## src/esfd_pkg.sv

```systemverilog
`default_nettype none
// ----------------------------------------------------------------------------
// esfd_pkg
// Shared types and constants of the escape-stuffed frame decoder: line
// control bytes, receiver states, result kinds and frame status codes.
// ----------------------------------------------------------------------------
package esfd_pkg;

  localparam logic [7:0] EscByte   = 8'h5A;
  localparam logic [7:0] StartByte = 8'h02;
  localparam logic [7:0] EndByte   = 8'h03;

  typedef enum logic [1:0] {
    ST_HUNT = 2'd0,
    ST_OPEN = 2'd1,
    ST_DATA = 2'd2,
    ST_ESC  = 2'd3
  } rx_state_e;

  typedef enum logic [1:0] {
    KIND_DATA  = 2'd0,
    KIND_END   = 2'd1,
    KIND_ABORT = 2'd2
  } kind_e;

  typedef enum logic [1:0] {
    STAT_OK        = 2'd0,
    STAT_CHECKSUM  = 2'd1,
    STAT_TOO_SHORT = 2'd2,
    STAT_OVERFLOW  = 2'd3
  } status_e;

endpackage
`default_nettype wire

```

## src/escape_stuffed_frame_decoder.sv

```systemverilog
`default_nettype none
// ----------------------------------------------------------------------------
// escape_stuffed_frame_decoder
// Byte-stuffed frame receiver with XOR checksum. Unstuffs the line stream,
// gives out frame bytes one byte late with their index, and reports length
// and status when a frame closes or an abort when it breaks.
// ----------------------------------------------------------------------------
//   Channel  Dir  Handshake               Payload
//   in       in   in_valid_i/in_ready_o   rx_byte_i
//   out      out  out_valid_o/out_ready_i kind_o, data_byte_o, byte_index_o,
//                                         status_o, payload_length_o
//
// Each input item is decoded in the cycle it is accepted and its result, if
// any, appears in the output register on the next cycle: one item per cycle.
// The input is ready whenever the output register is empty or being taken,
// so a held result stalls the input only while out_ready_i is low.
// Reset clears the receiver to hunting for a frame start; no clearing pass.
// ----------------------------------------------------------------------------
module escape_stuffed_frame_decoder
  import esfd_pkg::*;
#(
  parameter int MAX_FRAME    = 256,
  parameter int HEADER_BYTES = 7
) (
  input  wire logic       clk_i,
  input  wire logic       rst_ni,
  input  wire logic       in_valid_i,
  output logic            in_ready_o,
  input  wire logic [7:0] rx_byte_i,
  output logic            out_valid_o,
  input  wire logic       out_ready_i,
  output logic [1:0]      kind_o,
  output logic [7:0]      data_byte_o,
  output logic [7:0]      byte_index_o,
  output logic [1:0]      status_o,
  output logic [7:0]      payload_length_o
);

  localparam int CntW = $clog2(MAX_FRAME + 1);
  localparam int ExtW = (CntW > 8) ? CntW : 8;

  rx_state_e        rx_state_q, rx_state_d;
  logic [CntW-1:0]  count_q, count_d;
  logic [7:0]       xor_q, xor_d;
  logic [7:0]       held_q, held_d;
  logic             held_valid_q, held_valid_d;
  logic             ovf_q, ovf_d;

  logic             out_valid_q, out_valid_d;
  kind_e            kind_q, kind_d;
  logic [7:0]       data_q, data_d;
  logic [7:0]       index_q, index_d;
  status_e          status_q, status_d;
  logic [7:0]       length_q, length_d;

  logic             in_fire;
  logic             emit;
  logic [ExtW-1:0]  count_ext;
  logic [ExtW-1:0]  index_ext;
  logic [ExtW-1:0]  len_ext;
  logic             short_frame;
  logic             full_frame;

  assign in_ready_o = !out_valid_q || out_ready_i;
  assign in_fire    = in_valid_i && in_ready_o;

  assign count_ext   = ExtW'(count_q);
  assign index_ext   = count_ext - ExtW'(1);
  assign short_frame = count_ext < ExtW'(HEADER_BYTES + 1);
  assign len_ext     = count_ext - ExtW'(HEADER_BYTES + 1);
  assign full_frame  = count_q >= CntW'(MAX_FRAME);

  always_comb begin
    rx_state_d = rx_state_q;
    unique case (rx_state_q)
      ST_HUNT: begin
        if (rx_byte_i == EscByte) rx_state_d = ST_OPEN;
      end
      ST_OPEN: begin
        rx_state_d = (rx_byte_i == StartByte) ? ST_DATA : ST_HUNT;
      end
      ST_DATA: begin
        if (rx_byte_i == EscByte) rx_state_d = ST_ESC;
      end
      ST_ESC: begin
        if (rx_byte_i == EscByte || rx_byte_i == StartByte) begin
          rx_state_d = ST_DATA;
        end else begin
          rx_state_d = ST_HUNT;
        end
      end
      default: rx_state_d = ST_HUNT;
    endcase
  end

  always_comb begin
    logic take_byte;
    logic clear;
    take_byte    = 1'b0;
    clear        = 1'b0;
    emit         = 1'b0;
    count_d      = count_q;
    xor_d        = xor_q;
    held_d       = held_q;
    held_valid_d = held_valid_q;
    ovf_d        = ovf_q;
    kind_d       = kind_q;
    data_d       = data_q;
    index_d      = index_q;
    status_d     = status_q;
    length_d     = length_q;

    unique case (rx_state_q)
      ST_HUNT: ;
      ST_OPEN: begin
        if (rx_byte_i == StartByte) clear = 1'b1;
      end
      ST_DATA: begin
        if (rx_byte_i != EscByte) take_byte = 1'b1;
      end
      ST_ESC: begin
        if (rx_byte_i == EscByte) begin
          take_byte = 1'b1;
        end else if (rx_byte_i == EndByte) begin
          emit     = 1'b1;
          clear    = 1'b1;
          kind_d   = KIND_END;
          data_d   = '0;
          index_d  = '0;
          length_d = '0;
          if (!short_frame) begin
            length_d = (len_ext > ExtW'(255)) ? 8'd255 : len_ext[7:0];
          end
          if (ovf_q) begin
            status_d = STAT_OVERFLOW;
          end else if (short_frame) begin
            status_d = STAT_TOO_SHORT;
          end else if (xor_q != held_q) begin
            status_d = STAT_CHECKSUM;
          end else begin
            status_d = STAT_OK;
          end
        end else begin
          emit     = 1'b1;
          clear    = 1'b1;
          kind_d   = KIND_ABORT;
          data_d   = '0;
          index_d  = '0;
          status_d = STAT_OK;
          length_d = '0;
        end
      end
      default: ;
    endcase

    if (take_byte) begin
      if (full_frame) begin
        ovf_d = 1'b1;
      end else begin
        if (held_valid_q) begin
          emit     = 1'b1;
          kind_d   = KIND_DATA;
          data_d   = held_q;
          index_d  = index_ext[7:0];
          status_d = STAT_OK;
          length_d = '0;
          xor_d    = xor_q ^ held_q;
        end
        held_d       = rx_byte_i;
        held_valid_d = 1'b1;
        count_d      = count_q + CntW'(1);
      end
    end

    if (clear) begin
      count_d      = '0;
      xor_d        = '0;
      held_d       = '0;
      held_valid_d = 1'b0;
      ovf_d        = 1'b0;
    end

    if (in_fire && emit) begin
      out_valid_d = 1'b1;
    end else begin
      out_valid_d = out_valid_q && !out_ready_i;
    end
  end

  always_ff @(posedge clk_i or negedge rst_ni) begin
    if (!rst_ni) begin
      rx_state_q   <= ST_HUNT;
      count_q      <= '0;
      xor_q        <= '0;
      held_q       <= '0;
      held_valid_q <= 1'b0;
      ovf_q        <= 1'b0;
      out_valid_q  <= 1'b0;
    end else begin
      out_valid_q <= out_valid_d;
      if (in_fire) begin
        rx_state_q   <= rx_state_d;
        count_q      <= count_d;
        xor_q        <= xor_d;
        held_q       <= held_d;
        held_valid_q <= held_valid_d;
        ovf_q        <= ovf_d;
      end
    end
  end

  always_ff @(posedge clk_i) begin
    if (in_fire && emit) begin
      kind_q   <= kind_d;
      data_q   <= data_d;
      index_q  <= index_d;
      status_q <= status_d;
      length_q <= length_d;
    end
  end

  assign out_valid_o      = out_valid_q;
  assign kind_o           = kind_q;
  assign data_byte_o      = data_q;
  assign byte_index_o     = index_q;
  assign status_o         = status_q;
  assign payload_length_o = length_q;

  a_held_has_count: assert property (@(posedge clk_i) disable iff (!rst_ni)
    held_valid_q |-> (count_q != '0))
    else $error("held byte present with an empty frame count");

  a_count_bounded: assert property (@(posedge clk_i) disable iff (!rst_ni)
    count_q <= CntW'(MAX_FRAME))
    else $error("frame count beyond maximum frame size");

  a_short_no_length: assert property (@(posedge clk_i) disable iff (!rst_ni)
    (out_valid_o && kind_o == KIND_END && status_o == STAT_TOO_SHORT)
      |-> (payload_length_o == 8'd0))
    else $error("too-short frame reported with a payload length");

  a_no_result_while_hunting: assert property (@(posedge clk_i) disable iff (!rst_ni)
    (in_fire && (rx_state_q == ST_HUNT || rx_state_q == ST_OPEN) && !out_valid_q)
      |=> !out_valid_o)
    else $error("result produced for a byte outside a frame");

endmodule
`default_nettype wire
```

## config.mk

```make
export PLATFORM = sky130hd
export DESIGN_NAME = escape_stuffed_frame_decoder
export DESIGN_NICKNAME = d
export VERILOG_FILES = /design/src/esfd_pkg.sv /design/src/escape_stuffed_frame_decoder.sv
export SDC_FILE = /design/constraint.sdc
export NUM_CORES = 1
export LEC_CHECK = 0
export ABC_AREA = 1
export ABC_CLOCK_PERIOD_IN_PS = 1730
export BUFFER_PORTS_ARGS = -buffer_cell sky130_fd_sc_hd__buf_4
export CORE_ASPECT_RATIO = 0.75
export CORE_MARGIN = 2
export CORE_UTILIZATION = 52
export CTS_BUF_LIST = sky130_fd_sc_hd__clkbuf_16
export DETAILED_ROUTE_END_ITERATION = 6
export PLACE_DENSITY_LB_ADDON = 0.05
export RECOVER_POWER = 100
export REMOVE_ABC_BUFFERS = 1
export SLEW_MARGIN = 20
export SYNTH_ARGS = -nofsm -noshare
export SYNTH_HDL_FRONTEND = slang
export SYNTH_SLANG_ARGS = --single-unit
```

## constraint.sdc

```tcl
create_clock -name clk_i -period 1.73 [get_ports clk_i]
set_input_delay 0.173 -clock clk_i [delete_from_list [all_inputs] [get_ports clk_i]]
set_output_delay 0.173 -clock clk_i [all_outputs]
set_load 0.01 [all_outputs]
```

==> flow_metrics.env, run 1 <==
export IMPL_status="completed"
export IMPL_drtPass1Iterations=6
export IMPL_place_inst=548
export IMPL_grt_overflow_total=0
export IMPL_final_cell_mix="nand2_1, nand3_1, inv_1"
export IMPL_vias_per_cell=5.48
export IMPL_dieArea_mm2=0.00731
export IMPL_grt_max_degree=33
export IMPL_fin_crit_sh=0.950
export IMPL_finClkSkew_ns=0.00410
export IMPL_cp_data_arrival_time_ns=1.72
export IMPL_synth_cells=420
export IMPL_drc_errors=0
export IMPL_first_global_vias=2824
export IMPL_synth_distinct_cells=32
export IMPL_ys_warn_count=0
export IMPL_path_clk_slew_ns=0.05
export IMPL_io_buffers=41
export IMPL_final_layout_size_suffix_gt1_frac=0.170
export IMPL_relSlewSlack=0.481
export IMPL_cts_tree="done"
export IMPL_dpl_hpwl_mm=6.22
export IMPL_slew_viol_final=0
export IMPL_cts_buffers=9
export IMPL_r2r_start="count_ext[4]$_DFFE_PN0P_"
export IMPL_crit_start="count_ext[4]$_DFFE_PN0P_"
export IMPL_fin_total_pwr_mw=3.25
export IMPL_p_leak_nw=2.06
export IMPL_layout_min_cycle_time_ns=1.64
export IMPL_routabilityCongestion=0.935
export IMPL_die_width_um=98.1
export IMPL_clk_latency_ns=0.32
export IMPL_layout_nets=501
export IMPL_stdcell_count=570
export IMPL_final_core_util=0.660
export IMPL_cp_required_ns=1.81
export IMPL_ant_nets=0
export IMPL_min_delay_start="rx_byte_i[5]"
export IMPL_clock_sinks=58
export IMPL_start_util=0.543
export IMPL_fill_cells=553
export IMPL_cts_root_buf="clkbuf_16"
export IMPL_core_mm2=0.00635
export IMPL_reg2reg_setup_slack_ns=0.09
export IMPL_holdWs_ns=0.110
export IMPL_seq_area_frac_synth=0.461
export IMPL_drtIter0Drc=205
export IMPL_grt_pass1_wl_mm=14.5
export IMPL_fmax_mhz=609
export IMPL_vdd_drop_max_v=0.000501
export IMPL_antenna_found_initial=0
export IMPL_area_growth_pct=21.5
export IMPL_drv_cap=0
export IMPL_die_y_um=74.6
export IMPL_setup_viol=0
export IMPL_cp_end_kind="flop"
export IMPL_diodes=0
export IMPL_cp_start_kind="flop"
export IMPL_worst_pin_slew_ns=0.779
export IMPL_syn_mean_instance_area_um2=8.22
export IMPL_row_count=25
export IMPL_cp_max_fo=6
export IMPL_crit_type="flop to flop"
export IMPL_setup_ws_ns=0.0869
export IMPL_dr_total_vias=3123
export IMPL_ys_seq_elements=58
export IMPL_grtUsageTotal=0.259
export IMPL_hold_class="primary input to flop"
export IMPL_pin_count=42
export IMPL_wl_mm=9.01
export IMPL_final_hold_viol_count=0
export IMPL_cts_buffer_depth=2
export IMPL_htreeDepth=3
export IMPL_pre_cts_ws_ns=-0.141
export IMPL_power_density_mw_per_mm2=776
export IMPL_syn_area_mm2=0.00345
export IMPL_avgRoutedWirePerCell_um=15.8
export IMPL_final_common_cell="nand2_1"
==> state kept, by name, indices dropped and copies added (netlist names), 2 cells and up <==
signal / flops
data_byte_o: 8
rx_state_q: 2
held_q: 8
xor_q: 8
payload_length_o: 8
count_ext: 9
status_o: 2
byte_index_o: 8
kind_o: 2
==> worst max-delay path, cell delays in order (launching register included) <==
cell and delay [ns]:
dfrtp_1 0.37, inv_1 0.08, ha_2 0.19, inv_2 0.06, nor3_4 0.14, nand2_2 0.10
nor2_4 0.13, nor2_4 0.07, buf_4 0.15, nand2_1 0.06, nand2_1 0.05
==> stage by stage <==
| stage | area, um2 | TNS, ns |
|---|---|---|
| finish | 4190 | 0 |
| global route | 4190 | -0.108 |
| CTS | 4230 | 0 |
| detailed placement | 3930 | -0.562 |
| global placement | 3930 | -0.212 |
| floorplan | 3300 | -11.21 |
==> final cells by class <==
| class | instances | area [um2] | share of cell area |
|---|---|---|---|
| multi-input combinational | 309 | 1630 | 0.389 |
| sequential | 58 | 1590 | 0.380 |
| timing repair buffer | 70 | 449 | 0.107 |
| clock buffer | 9 | 225 | 0.0537 |
| inverter | 36 | 138 | 0.0328 |
| tap | 81 | 101 | 0.0242 |
| clock inverter | 7 | 53.8 | 0.0128 |
==> what timing repair did <==
item                                   in CTS  in global routing
endpoints found under the hold margin      30                  0
pin swaps                                   0                  2
setup endpoints to repair                   9                 12
resized for setup                           4                 12
cloned                                      0                  1
setup buffers                               0                  4
hold buffers                                1                  0
==> worst paths after layout <==
path	depth (start not counted)	endpoint
min in group asynchronous	2	held_q[6]$_DFFE_PN0P_
min	3	held_q[5]$_DFFE_PN0P_
max reg2reg	10	payload_length_o[1]$_DFFE_PP_
max in group asynchronous	2	count_ext[5]$_DFFE_PN0P_
max	10	payload_length_o[1]$_DFFE_PP_
min reg2reg	2	xor_q[6]$_DFFE_PN0P_
==> routing by layer <==
| layer | GRT usage | share of wire | vias to the layer above |
|---|---|---|---|
| met5 | 0 | 0 | - |
| met4 | 0.0833 | 0.010 | 0 |
| met3 | 0.0545 | 0.084 | 11 |
| met2 | 0.377 | 0.43 | 142 |
| met1 | 0.387 | 0.47 | 1440 |
| li1 | - | - | 1530 |
==> synthesized netlist by cell type (all sizes together) <==
library cell  instances  share of area
a21boi                4         0.0087
a21oi                 3         0.0043
buf                  15          0.040
clkbuf                3         0.0036
clkinv                1         0.0011
dfrtp                30           0.22
edfxtp               28           0.24
ha                    5          0.018
inv                  35          0.039
nand2               152           0.18
nand3                52          0.085
nand4                32          0.058
nor2                 32          0.047
nor3                  3         0.0043
o21ai                10          0.017
or2                   1         0.0018
xnor2                 6          0.015
xor2                  8          0.020
==> logic make-up after synthesis <==
kind of cell,synth area share
compound gates,0.0297
xor+xnor,0.0355
fa+ha+maj,0.0181
buf+inv,0.0834
flops,0.461
simple gates,0.372
==> report_power, final <==
part,internal (mW),switching (mW)
logic,0.0448,0.0765
registers,1.45,0.00888
clock network,1.08,0.593
total,2.57,0.679
Power figures use the tool's default switching activity.
==> inputs of run 2 (changes only) <==
--- a/config.mk
+++ b/config.mk
@@ -8,7 +8,7 @@
 export ABC_AREA = 1
 export ABC_CLOCK_PERIOD_IN_PS = 1730
 export BUFFER_PORTS_ARGS = -buffer_cell sky130_fd_sc_hd__buf_4
-export CORE_ASPECT_RATIO = 0.75
+export CORE_ASPECT_RATIO = 0.5
 export CORE_MARGIN = 2
 export CORE_UTILIZATION = 52
 export CTS_BUF_LIST = sky130_fd_sc_hd__clkbuf_16
==> run 2 against run 1 <==
- fmax rose by 1.4%
- largest power group unchanged
- register-to-register slack improved by 0.02 ns
- highest routed layer unchanged
- utilization rose by 0.075 points
==> flow_metrics.env, run 2 (synthesis results as in run 1) <==
export IMPL_cp_required_ns=1.76
export IMPL_routabilityCongestion=0.886
export IMPL_cts_tree="done"
export IMPL_layout_nets=501
export IMPL_place_inst=559
export IMPL_io_buffers=41
export IMPL_layout_min_cycle_time_ns=1.62
export IMPL_final_hold_viol_count=0
export IMPL_slew_viol_final=0
export IMPL_grt_overflow_total=0
export IMPL_cpPeakStageDelay_ns=0.40
export IMPL_top_layer="met4"
export IMPL_grt_max_degree=31
export IMPL_final_cell_mix="nand2_1, nand3_1, inv_1"
export IMPL_cp_slowest_cell="dfrtp_1"
export IMPL_core_mm2=0.00623
export IMPL_start_util=0.554
export IMPL_vias_per_cell=5.34
export IMPL_power_density_mw_per_mm2=752
export IMPL_drtIter0Drc=220
export IMPL_cts_buffers=9
export IMPL_crit_chain="inv_1, nor2_1, nand2_1, o21ai_2, nand2_4, nand2_1, nand2_1, inv_1, buf_2"
export IMPL_place_area_mm2=0.00394
export IMPL_avgRoutedWirePerCell_um=15.3
export IMPL_drtPass1Iterations=5
export IMPL_status="completed"
export IMPL_drv_cap=0
export IMPL_final_layout_size_suffix_gt1_frac=0.162
export IMPL_dpl_hpwl_mm=6.32
export IMPL_holdWs_ns=0.109
export IMPL_grt_pass1_wl_mm=13.9
export IMPL_grtUsageTotal=0.255
export IMPL_finClkSkew_ns=0.00602
export IMPL_htreeDepth=3
export IMPL_stdcell_count=577
export IMPL_cts_buffer_depth=2
export IMPL_die_y_um=61.6
export IMPL_pin_count=42
export IMPL_cp_start_kind="flop"
export IMPL_final_area_mm2=0.00412
export IMPL_clk_latency_ns=0.33
export IMPL_fin_crit_sh=0.937
export IMPL_dr_total_vias=3082
export IMPL_met2_length_mm=3.89
export IMPL_setup_viol=0
export IMPL_final_core_util=0.661
export IMPL_rsz0062_at_grt="no"
export IMPL_seqCellArea_mm2=0.00159
export IMPL_reg2reg_depth=9
export IMPL_largest_reg_flops=9
export IMPL_vdd_drop_max_v=0.000537
export IMPL_crit_top_cell="nand2_1"
export IMPL_crit_type="flop to flop"
export IMPL_die_width_um=119
export IMPL_diodes=0
export IMPL_wl_mm=8.80
export IMPL_cp_max_fo=7
export IMPL_area_growth_pct=19.4
export IMPL_row_count=20
export IMPL_first_global_vias=2810
export IMPL_worst_pin_slew_ns=0.764
export IMPL_cts_root_buf="clkbuf_16"
export IMPL_cp_data_arrival_time_ns=1.65
export IMPL_clock_sinks=58
export IMPL_p_leak_nw=2.04
export IMPL_relSlewSlack=0.490
export IMPL_hold_depth=3
export IMPL_fill_cells=568
export IMPL_drc_errors=0
export IMPL_wl_met3_um=707
export IMPL_hold_class="primary input to flop"
export IMPL_antenna_found_initial=0
export IMPL_ant_nets=0
export IMPL_fmax_mhz=617
export IMPL_path_clk_slew_ns=0.05
export IMPL_dieArea_mm2=0.00734
export IMPL_wl_met1_mm=4.12
export IMPL_multi_input_area_mm2=0.00160
export IMPL_cp_end_kind="flop"
export IMPL_final_common_cell="nand2_1"
[run 2: cell count changes in the layout (fill, tap and decap cells not counted), sizes merged]
cell	before	now
clkinv	5	6
nand3	53	52
bufinv	1	0
buf	34	35
[run 2: critical path: cells and delay by family, from the launching register on]
kind,cells,cell delay [ns]
AOI/OAI and AO/OA,1,0.10
buffers and inverters,3,0.44
DFF,1,0.40
and+or+nand+nor,5,0.37
[run 2: cell type report]
type | instances | share of cell area
Multi-Input combinational cell | 308 | 0.389
Sequential cell | 58 | 0.386
Timing Repair Buffer | 71 | 0.102
Clock buffer | 9 | 0.0547
Inverter | 36 | 0.0334
Tap cell | 88 | 0.0267
Clock inverter | 7 | 0.00729
[run 2: what timing repair did]
action	in CTS	in global routing
pin swaps	0	2
setup endpoints to repair	4	11
hold buffers	1	0
gates resized for setup	1	11
buffers inserted	0	1
hold endpoints to repair	30	0
[run 2: stage by stage]
stage / setup slack, ns / power (mW) / TNS [ns]
after floorplan: -0.394 / 1.53 / -11.21
after global placement: 0.0174 / 1.60 / 0
after global routing: 0.00216 / 3.20 / 0
after CTS: -0.00505 / 3.12 / -0.00505
after detailed placement: 0.00141 / 1.60 / 0
final: 0.109 / 3.10 / 0
[run 2: path summary, 6_finish.rpt]
| check | from | to | slack (ns) |
|---|---|---|---|
| max | rx_state_q[1]$_DFFE_PN0P_ | data_byte_o[7]$_DFFE_PP_ | 0.11 |
| min | rx_byte_i[7] | held_q[7]$_DFFE_PN0P_ | 0.11 |
| max reg2reg | rx_state_q[1]$_DFFE_PN0P_ | data_byte_o[7]$_DFFE_PP_ | 0.11 |
| min reg2reg | xor_q[1]$_DFFE_PN0P_ | xor_q[1]$_DFFE_PN0P_ | 0.50 |
| max in group asynchronous | rst_ni | count_ext[6]$_DFFE_PN0P_ | 0.79 |
| min in group asynchronous | rst_ni | rx_state_q[1]$_DFFE_PN0P_ | 0.45 |
[run 2: layer usage]
| metal | up-vias | track usage |
|---|---|---|
| met5 | - | 0 |
| met4 | 0 | 0.0765 |
| met3 | 10 | 0.0685 |
| met2 | 123 | 0.408 |
| met1 | 1428 | 0.349 |
| li1 | 1521 | - |
[run 2: power breakdown]
group	switching, mW	internal (mW)
logic	0.0784	0.0436
clock network	0.586	0.936
registers	0.00766	1.45
total	0.672	2.43
==> inputs of run 3 (changes only) <==
--- a/config.mk
+++ b/config.mk
@@ -5,7 +5,6 @@
 export SDC_FILE = /design/constraint.sdc
 export NUM_CORES = 1
 export LEC_CHECK = 0
-export ABC_AREA = 1
 export ABC_CLOCK_PERIOD_IN_PS = 1730
 export BUFFER_PORTS_ARGS = -buffer_cell sky130_fd_sc_hd__buf_4
 export CORE_ASPECT_RATIO = 0.5
==> run 3 against run 2 <==
- via count fell by 6.2%
- first-iteration DRC count rose by 2.3%
- area after synthesis fell by 7.7%
- critical path depth fell by 1
- combinational power barely moved
- utilization rose by 13 points
- fmax fell by 22%
- the run now ends with negative setup slack left
- sequential share of layout area fell by 4.8 points
- clock power rose by 9%
- global-route usage rose by 1.2 points
- synthesized cell count fell by 28%
- critical path type unchanged
==> flow_metrics.env, run 3 <==
export IMPL_ant_nets=0
export IMPL_first_global_vias=2631
export IMPL_cp_start_kind="flop"
export IMPL_synth_edf_count=28
export IMPL_diodes=0
export IMPL_htreeDepth=3
export IMPL_syn_mean_instance_area_um2=10.5
export IMPL_drtPass1Iterations=4
export IMPL_ys_flop_type="dfrtp_1"
export IMPL_fin_total_pwr_mw=3.24
export IMPL_vias_per_cell=5.81
export IMPL_path_buf_inv=5
export IMPL_cts_root_buf="clkbuf_16"
export IMPL_path_clk_slew_ns=0.05
export IMPL_fin_crit_sh=1.20
export IMPL_synth_commonest_cells="nand2_1, dfrtp_1, edfxtp_1"
export IMPL_cpPeakStageDelay_ns=0.40
export IMPL_die_y_um=59.3
export IMPL_relSlewSlack=0.467
export IMPL_cp_data_arrival_time_ns=2.25
export IMPL_grt_max_degree=31
export IMPL_avgRoutedWirePerCell_um=19.0
export IMPL_finClkSkew_ns=0.00735
export IMPL_dpl_hpwl_mm=5.64
export IMPL_synthSimpleGateAreaFrac=0.194
export IMPL_synth_compound_area_frac=0.178
export IMPL_cts_buffers=9
export IMPL_cts_buffer_depth=2
export IMPL_rsz0062_at_grt="yes"
export IMPL_p_leak_nw=2.10
export IMPL_seq_area_frac_synth=0.500
export IMPL_yosysTopAreaCell="edfxtp_1"
export IMPL_dieArea_mm2=0.00680
export IMPL_vdd_drop_max_v=0.000709
export IMPL_synth_fa_ha_area_frac=0.0196
export IMPL_cp_top_family="buffers and inverters"
export IMPL_layout_nets=432
export IMPL_core_mm2=0.00598
export IMPL_crit_chain="clkdlybuf4s25_1, buf_6, buf_8, or3_4, nand4_4, clkbuf_16, inv_2, nor3_2"
export IMPL_clk_latency_ns=0.33
export IMPL_layout_min_cycle_time_ns=2.07
export IMPL_pin_count=42
export IMPL_final_common_cell="buf_4"
export IMPL_cp_end_kind="flop"
export IMPL_synth_top_area_share=0.264
export IMPL_grt_pass1_wl_mm=13.3
export IMPL_synth_async_reset_ratio=0.517
export IMPL_grtUsageTotal=0.267
export IMPL_worst_pin_slew_ns=0.800
export IMPL_ys_seq_elements=58
export IMPL_drc_errors=0
export IMPL_cp_max_fo=6
export IMPL_min_delay_start="in_valid_i"
export IMPL_crit_start="rx_state_q[0]$_DFFE_PN0P_"
export IMPL_synth_distinct_cells=52
export IMPL_fmax_mhz=483
export IMPL_synth_top_family_by_area="simple AND/OR/NAND/NOR gates"
export IMPL_die_width_um=115
export IMPL_crit_type="flop to flop"
export IMPL_row_count=20
export IMPL_ys_warn_count=0
export IMPL_io_buffers=41
export IMPL_final_cell_mix="buf_4, nand2_1, clkbuf_1"
export IMPL_clock_sinks=58
export IMPL_final_hold_viol_count=0
export IMPL_violations="negative setup slack"
export IMPL_synthTopCellsByArea="edfxtp_1, dfrtp_1, nand2_1"
export IMPL_cp_slowest_cell="dfrtp_1"
export IMPL_synth_xor_area_share=0.0495
export IMPL_drv_cap=0
export IMPL_antenna_found_initial=0
export IMPL_place_inst=464
export IMPL_yosysMostFrequentCell="nand2_1"
export IMPL_synth_cells=304
export IMPL_drtIter0Drc=225
export IMPL_stdcell_count=497
export IMPL_power_density_mw_per_mm2=688
export IMPL_r2r_start="rx_state_q[0]$_DFFE_PN0P_"
export IMPL_synthMuxAreaShare=0.00668
export IMPL_largest_reg_flops=9
export IMPL_cts_tree="done"
export IMPL_slew_viol_final=0
export IMPL_setup_viol=84
export IMPL_area_growth_pct=47.9
export IMPL_start_util=0.532
export IMPL_cp_required_ns=1.90
export IMPL_wl_mm=9.43
export IMPL_holdWs_ns=0.122
export IMPL_final_core_util=0.787
export IMPL_setup_tns_ns=-23.15
export IMPL_final_layout_size_suffix_gt1_frac=0.400
export IMPL_setup_ws_ns=-0.342
export IMPL_grt_overflow_total=0
export IMPL_fill_cells=386
export IMPL_routabilityCongestion=0.892
export IMPL_hold_class="primary input to flop"
export IMPL_syn_area_mm2=0.00318
export IMPL_dr_total_vias=2890
export IMPL_status="finished with violations"
run 3: cell count changes after synthesis, moves of 5 or more:
cell / change
buf_6: -6
a21oi_2: +8
nand2_1: -112
xor2_1: +5
a21o_1: +12
inv_1: -18
o21ai_1: +8
nand4_1: -29
o21ai_0: +17
nand3_1: -29
or2b_1: +8
nor2_1: -23
a22o_1: +11
nor4_1: +5
run 3: per-layer routing:
layer	part of all wire	routed length, um	vias to the layer above	GRT usage
met2	0.45	4280	135	0.432
met1	0.44	4130	1404	0.346
li1	-	-	1326	-
met3	0.079	742	25	0.0879
met4	0.030	279	0	0.0889
met5	0	0	-	0
run 3: kinds of logic (layout without fill, tap and decap cells):
logic type	Yosys count	after routing
AOI/OAI and AO/OA	80	80
DFF	58	58
muxes	2	2
buffers and inverters	34	150
adders and majority gates	5	5
xor gates and xnor gates	18	18
and+or+nand+nor	107	107
run 3: worst register-to-register path, delay by kind of cell (launching register included):
family | cells | cell delay (ns)
AND/OR/NAND/NOR | 3 | 0.76
flip-flops | 1 | 0.40
buffers and inverters | 5 | 0.76
run 3: layout make-up:
type / instances / area (um2) / area share
multi-input combinational: 212 / 1710 / 0.364
clock buffer: 9 / 225 / 0.0478
timing repair buffer: 118 / 967 / 0.205
sequential: 58 / 1590 / 0.338
inverter: 16 / 60.1 / 0.0128
clock inverter: 7 / 52.6 / 0.0112
tap: 77 / 96.3 / 0.0205
run 3: repair_timing:
action                     CTS  global route
resized for setup           37            69
setup buffers                7             8
hold endpoints to repair    30             0
pin swaps                   23            25
setup endpoints to repair   57            79
hold buffers                 1             0
gates cloned                 0             6
run 3: through the flow:
stage	cell area, um2	setup WS, ns
floorplan	3080	-0.955
global placement	3980	-0.373
detailed placement	3980	-0.437
CTS	4460	-0.259
global route	4710	-0.405
finish	4710	-0.342
run 3: report_power, final:
part	internal (mW)	switching, mW	total, mW	leakage [nW]
Sequential	1.45	0.0137	1.46	0.651
Clock	1.08	0.576	1.65	0.142
Combinational	0.0590	0.0603	0.119	1.31
run 3: final timing paths:
path                                                 end  slack, ns  cells past startpoint
worst max register to register       kind_o[1]$_DFFE_PP_      -0.34                      8
min in group asynchronous       count_ext[7]$_DFFE_PN0P_       0.47                      2
worst min-delay path               out_valid_o$_DFF_PN0_       0.12                      3
max in group asynchronous       count_ext[8]$_DFFE_PN0P_       0.71                      2
worst min register to register  held_valid_q$_DFFE_PN0P_       0.50                      1
worst max-delay path                 kind_o[1]$_DFFE_PP_      -0.34                      8
